[src/tisp_pkg.sv]
// Package for the lowercase-letter trie block: payload structs, operation codes,
// controller states and the command/status structs between controller and datapath.
// No dependencies; every other file in src imports it.
package tisp_pkg;

  localparam int DEF_NODE_COUNT = 1024;
  localparam int DEF_ALPHABET   = 26;
  localparam int LETTER_W       = 5;
  localparam int OP_W           = 2;

  typedef enum logic [OP_W-1:0] {
    OP_INSERT = 2'd0,
    OP_SEARCH = 2'd1,
    OP_PREFIX = 2'd2
  } op_e;

  typedef struct packed {
    logic [OP_W-1:0]     op;
    logic [LETTER_W-1:0] letter;
    logic                last_letter;
    logic                no_letter;
  } in_t;

  typedef struct packed {
    logic found;
    logic pool_full;
  } out_t;

  typedef enum logic [2:0] {
    ST_CLEAR,
    ST_IDLE,
    ST_WALK,
    ST_MARK,
    ST_RESP
  } state_e;

  typedef struct packed {
    logic clear;
    logic accept;
    logic walk;
    logic mark;
    logic resp;
  } ctrl_cmd_t;

  typedef struct packed {
    logic clear_done;
    logic ends;
    logic out_free;
  } ctrl_status_t;

endpackage

[src/tisp_ctrl.sv]
// Controller state machine of the trie block: sequences the clearing pass,
// the per-letter child lookup, the end-mark access and the result load.
// Depends on tisp_pkg.
module tisp_ctrl (
  input  logic                  clk_i,
  input  logic                  rst_ni,
  input  logic                  in_valid_i,
  output logic                  in_ready_o,
  input  tisp_pkg::ctrl_status_t status_i,
  output tisp_pkg::ctrl_cmd_t    cmd_o
);
  import tisp_pkg::*;

  state_e state_q, state_d;

  always_ff @(posedge clk_i or negedge rst_ni) begin
    if (!rst_ni) begin
      state_q <= ST_CLEAR;
    end else begin
      state_q <= state_d;
    end
  end

  always_comb begin
    state_d = state_q;
    unique case (state_q)
      ST_CLEAR: begin
        if (status_i.clear_done) state_d = ST_IDLE;
      end
      ST_IDLE: begin
        if (in_valid_i) state_d = ST_WALK;
      end
      ST_WALK: begin
        state_d = status_i.ends ? ST_MARK : ST_IDLE;
      end
      ST_MARK: begin
        state_d = ST_RESP;
      end
      ST_RESP: begin
        if (status_i.out_free) state_d = ST_IDLE;
      end
      default: begin
        state_d = ST_CLEAR;
      end
    endcase
  end

  always_comb begin
    cmd_o      = '0;
    in_ready_o = 1'b0;
    unique case (state_q)
      ST_CLEAR: begin
        cmd_o.clear = 1'b1;
      end
      ST_IDLE: begin
        in_ready_o   = 1'b1;
        cmd_o.accept = in_valid_i;
      end
      ST_WALK: begin
        cmd_o.walk = 1'b1;
      end
      ST_MARK: begin
        cmd_o.mark = 1'b1;
      end
      ST_RESP: begin
        cmd_o.resp = status_i.out_free;
      end
      default: begin
      end
    endcase
  end

endmodule

[config.mk]
export PLATFORM = sky130hd
export DESIGN_NAME = tisp_ctrl
export DESIGN_NICKNAME = d
export VERILOG_FILES = /design/src/tisp_pkg.sv /design/src/tisp_ctrl.sv
export SDC_FILE = /design/constraint.sdc
export NUM_CORES = 1
export LEC_CHECK = 0
export BUFFER_PORTS_ARGS = -buffer_cell sky130_fd_sc_hd__clkbuf_2
export CAP_MARGIN = 10
export CORE_AREA = 4 4 41 43
export DETAILED_ROUTE_END_ITERATION = 7
export DIE_AREA = 0 0 45 47
export PLACE_DENSITY = 0.45
export SKIP_LAST_GASP = 1
export SLEW_MARGIN = 20
export SYNTH_ARGS = -nofsm -noshare
export SYNTH_HDL_FRONTEND = slang
export SYNTH_SLANG_ARGS = --single-unit
[constraint.sdc]
create_clock -name clk_i -period 1.13 [get_ports clk_i]
set_input_delay 0.113 -clock clk_i [delete_from_list [all_inputs] [get_ports clk_i]]
set_output_delay 0.113 -clock clk_i [all_outputs]
set_load 0.03 [all_outputs]
==> reports/results.tsv <==
metric	value	unit
category of the worst setup path launch point	register	
achievable clock frequency	784.8	MHz
number of placed instances, taps included	45	
overall die area	0.002115	sq mm
gate count of the mapped netlist	21	
CP max FO	7	
simple-gate share of the synthesized area	46.75	%
cell type contributing the most total cell area after synthesis	dfrtp_1	
area fraction of the dominant cell type after synthesis	35.50	%
area taken by flip-flops and latches	78.83	sq um
Netlist cell types	17	
post-synthesis share of cell area spent on full adders, half adders and majority gates	0	%
run status	complete, but fails checks	
combinational family with the most area after synthesis	simple AND/OR/NAND/NOR gates	
flop and latch count out of synthesis	3	
die span in y	47	um
drt drc	0	
register with the highest flop count	state_q	
Syn-to-layout area delta	89.94	%
fraction of final layout cells sized beyond drive strength 1	69.23	%
Setup WS post-layout	-144.2	ps
Iter 0 DRT Violations	2	
final non-filler cell total	54	
Comb pwr share	61.7	%
global-route wire length before repair	903	um
share of the synthesized netlist area taken by xor and xnor gates	0	%
Leak	0.0001865	uW
Post-layout nets	46	
count of boundary I/O pins	12	
initial antenna violation count	0	
weighted congestion reported at the end of routability-driven placement	0.7294	
Final Slew Violations	0	
flip-flop count of the largest register after layout	3	
Seq/Total Area, Yosys	35.50	%
worst clock skew on the final layout	3.419	ps
HPWL after detailed placement	407.4	um
clk slew on worst S/H paths	40	ps
required arrival time at the worst endpoint	1020	ps
post-synthesis average cell area	10.07	sq um
vias per cell	4.111	
violated checks	setup timing	
setup repair after global routing missed its margin	yes	
part of the total power dissipated in the clock network	16.1	%
cells on worst reg2reg path	4	
hold path startpoint	status_i[1]	
number of cells traversed by the worst hold path	3	
multiplexer share of the synthesized area	0	%
post-placement cell area	280.3	sq um
capturing point of the worst reg2reg path	state_q[0]$_DFFE_PN0P_	
actual transition at the worst max-transition pin	215.0	ps
Mapped Area	211.5	sq um
post-layout min period	1274	ps
arrival time at the worst endpoint	1160	ps
number of clock sinks	3	
count of H-tree levels built during CTS	1	
Clk Latency, worst-skew pair	230	ps
vias in the first global route	222	
worst r2r src	state_q[1]$_DFFE_PN0P_	
area fraction in compound gates after synthesis	6.509	%
overall power	1153	uW
Std-Cell Core Area	0.001301	sq mm
smallest hold slack	147.7	ps
number of nets with antenna violations after routing	0	
internal power summed over all cells	672.4	uW
R2R setup slack	-60	ps
Slew Limit Headroom	85.46	%
switching power of the nets	480.5	uW
finished layout cell area	401.6	sq um
worst-case clock buffer depth	2	
ranking of synthesized cells by area	dfrtp_1, nor4b_1, nand3b_1, and4bb_2, buf_6	
x dimension of the die	45	um
final routed wire length divided by cell count	10.63	um
first drt pass iteration count	4	
share of power burned in registers	22.2	%
clock buffers created by TritonCTS	3	
Util after Layout	30.87	%
initial cell density of the core	16.25	%
residual overflow from global routing	0	
worst hold path class	primary input to register	
largest voltage drop on the vdd net	0.0008682	V
largest registers ranked by flip-flop count	state_q (3)	
net switching fraction of the power	41.68	%
number of max-cap violations	0	
ant diodes	0	
clock tree from TritonCTS	done	
yosys synthesis warning count	0	
Worst setup EP type	output port	
setup-violating endpoint count in the final report	7	
hold worst-path end	state_q[1]$_DFFE_PN0P_	
maximum number of pins on one net before global-route repair	9	
endpoints failing hold	0	
total nets after synthesis	27	
DR vias	222	
sum of routed wire length over all layers	574	um
GRT Overall Usage	6.176	%
# rows	13	
root buffer cell	clkbuf_4	
CP Class	register to output port	
area used by multi-input combinational logic	133.9	sq um
post-route clock period utilization	112.8	%
total of buffers placed on input and output ports	11	
number of fillers in the final layout	143	
power density over the cells	2870	mW/mm^2
## routing by layer
metal / routed length (um) / global-route usage [%] / vias to the layer above
met1: 245 / 6.636 / 103
met3: 31 / 1.149 / 0
met5: 0 / 0 / -
met4: 0 / 5.263 / 0
met2: 297 / 10.45 / 6
li1: - / - / 113
## worst max-delay path, cell delays in order (launching register included)
cell      delay (ps)
dfrtp_2          440
nor4bb_2         290
buf_4            200
## layout make-up
type                       instances  area share (%)
tap                               15           4.673
sequential                         3           19.63
multi-input combinational         15           33.33
timing repair buffer              17           35.83
clock buffer                       4           6.542
## cells in the final DEF, fill, tap and decap left out, drive strengths merged
cell and n:
nor2 1, nor4b 2, dfrtp 3, nand3b 2, and2 1, a211o 1
and3b 1, nor4bb 1, or2 2, and4bb 1, nor3 1, dlygate4sd3 1
nor3b 1, clkbuf 12, a21oi 1, buf 8
## Yosys cell counts, drive strengths merged
cell type  count
buf            3
nor4bb         1
or2            2
nand3b         2
nor3           1
nor3b          1
a21oi          1
nor2           1
dfrtp          3
and2           1
nor4b          2
a211o          1
and3b          1
and4bb         1
## metrics by stage
stage	setup slack, ps	setup TNS [ps]
6_report	-144.2	-564.8
3_3_place_gp	11.33	0
2_1_floorplan	-180.7	-354.2
5_1_grt	-171.9	-936.6
3_5_place_dp	-24.59	-24.59
4_1_cts	-177.1	-671.8
## cell families after synthesis
kind of cell,after synthesis
simple gates,13
flops,3
buf+inv,3
compound gates,2
## power groups by stage
stage / logic [uW] / clock network (uW) / registers [uW]
finish: 711 / 186 / 256
global route: 746 / 202 / 273
CTS: 692 / 192 / 253
detailed placement: 498 / 0 / 260
global placement: 489 / 0 / 255
floorplan: 459 / 0 / 193
## worst max path at each step
stage | startpoint | end | cells after the start
global placement | state_q[1]$_DFFE_PN0P_ | cmd_o[0] | 2
floorplan | state_q[1]$_DFFE_PN0P_ | cmd_o[3] | 2
finish | state_q[1]$_DFFE_PN0P_ | cmd_o[3] | 2
global route | state_q[1]$_DFFE_PN0P_ | cmd_o[3] | 2
detailed placement | state_q[1]$_DFFE_PN0P_ | state_q[0]$_DFFE_PN0P_ | 3
CTS | state_q[1]$_DFFE_PN0P_ | cmd_o[3] | 2
## timing repair
| item | in CTS | in global routing |
|---|---|---|
| hold buffers | 1 | 0 |
| gates resized for setup | 14 | 4 |
| endpoints found under the setup margin | 7 | 8 |
| hold endpoints to repair | 3 | 0 |
| pin swaps | 3 | 2 |
| buffers inserted | 3 | 1 |
Power figures use the tool's default switching activity.
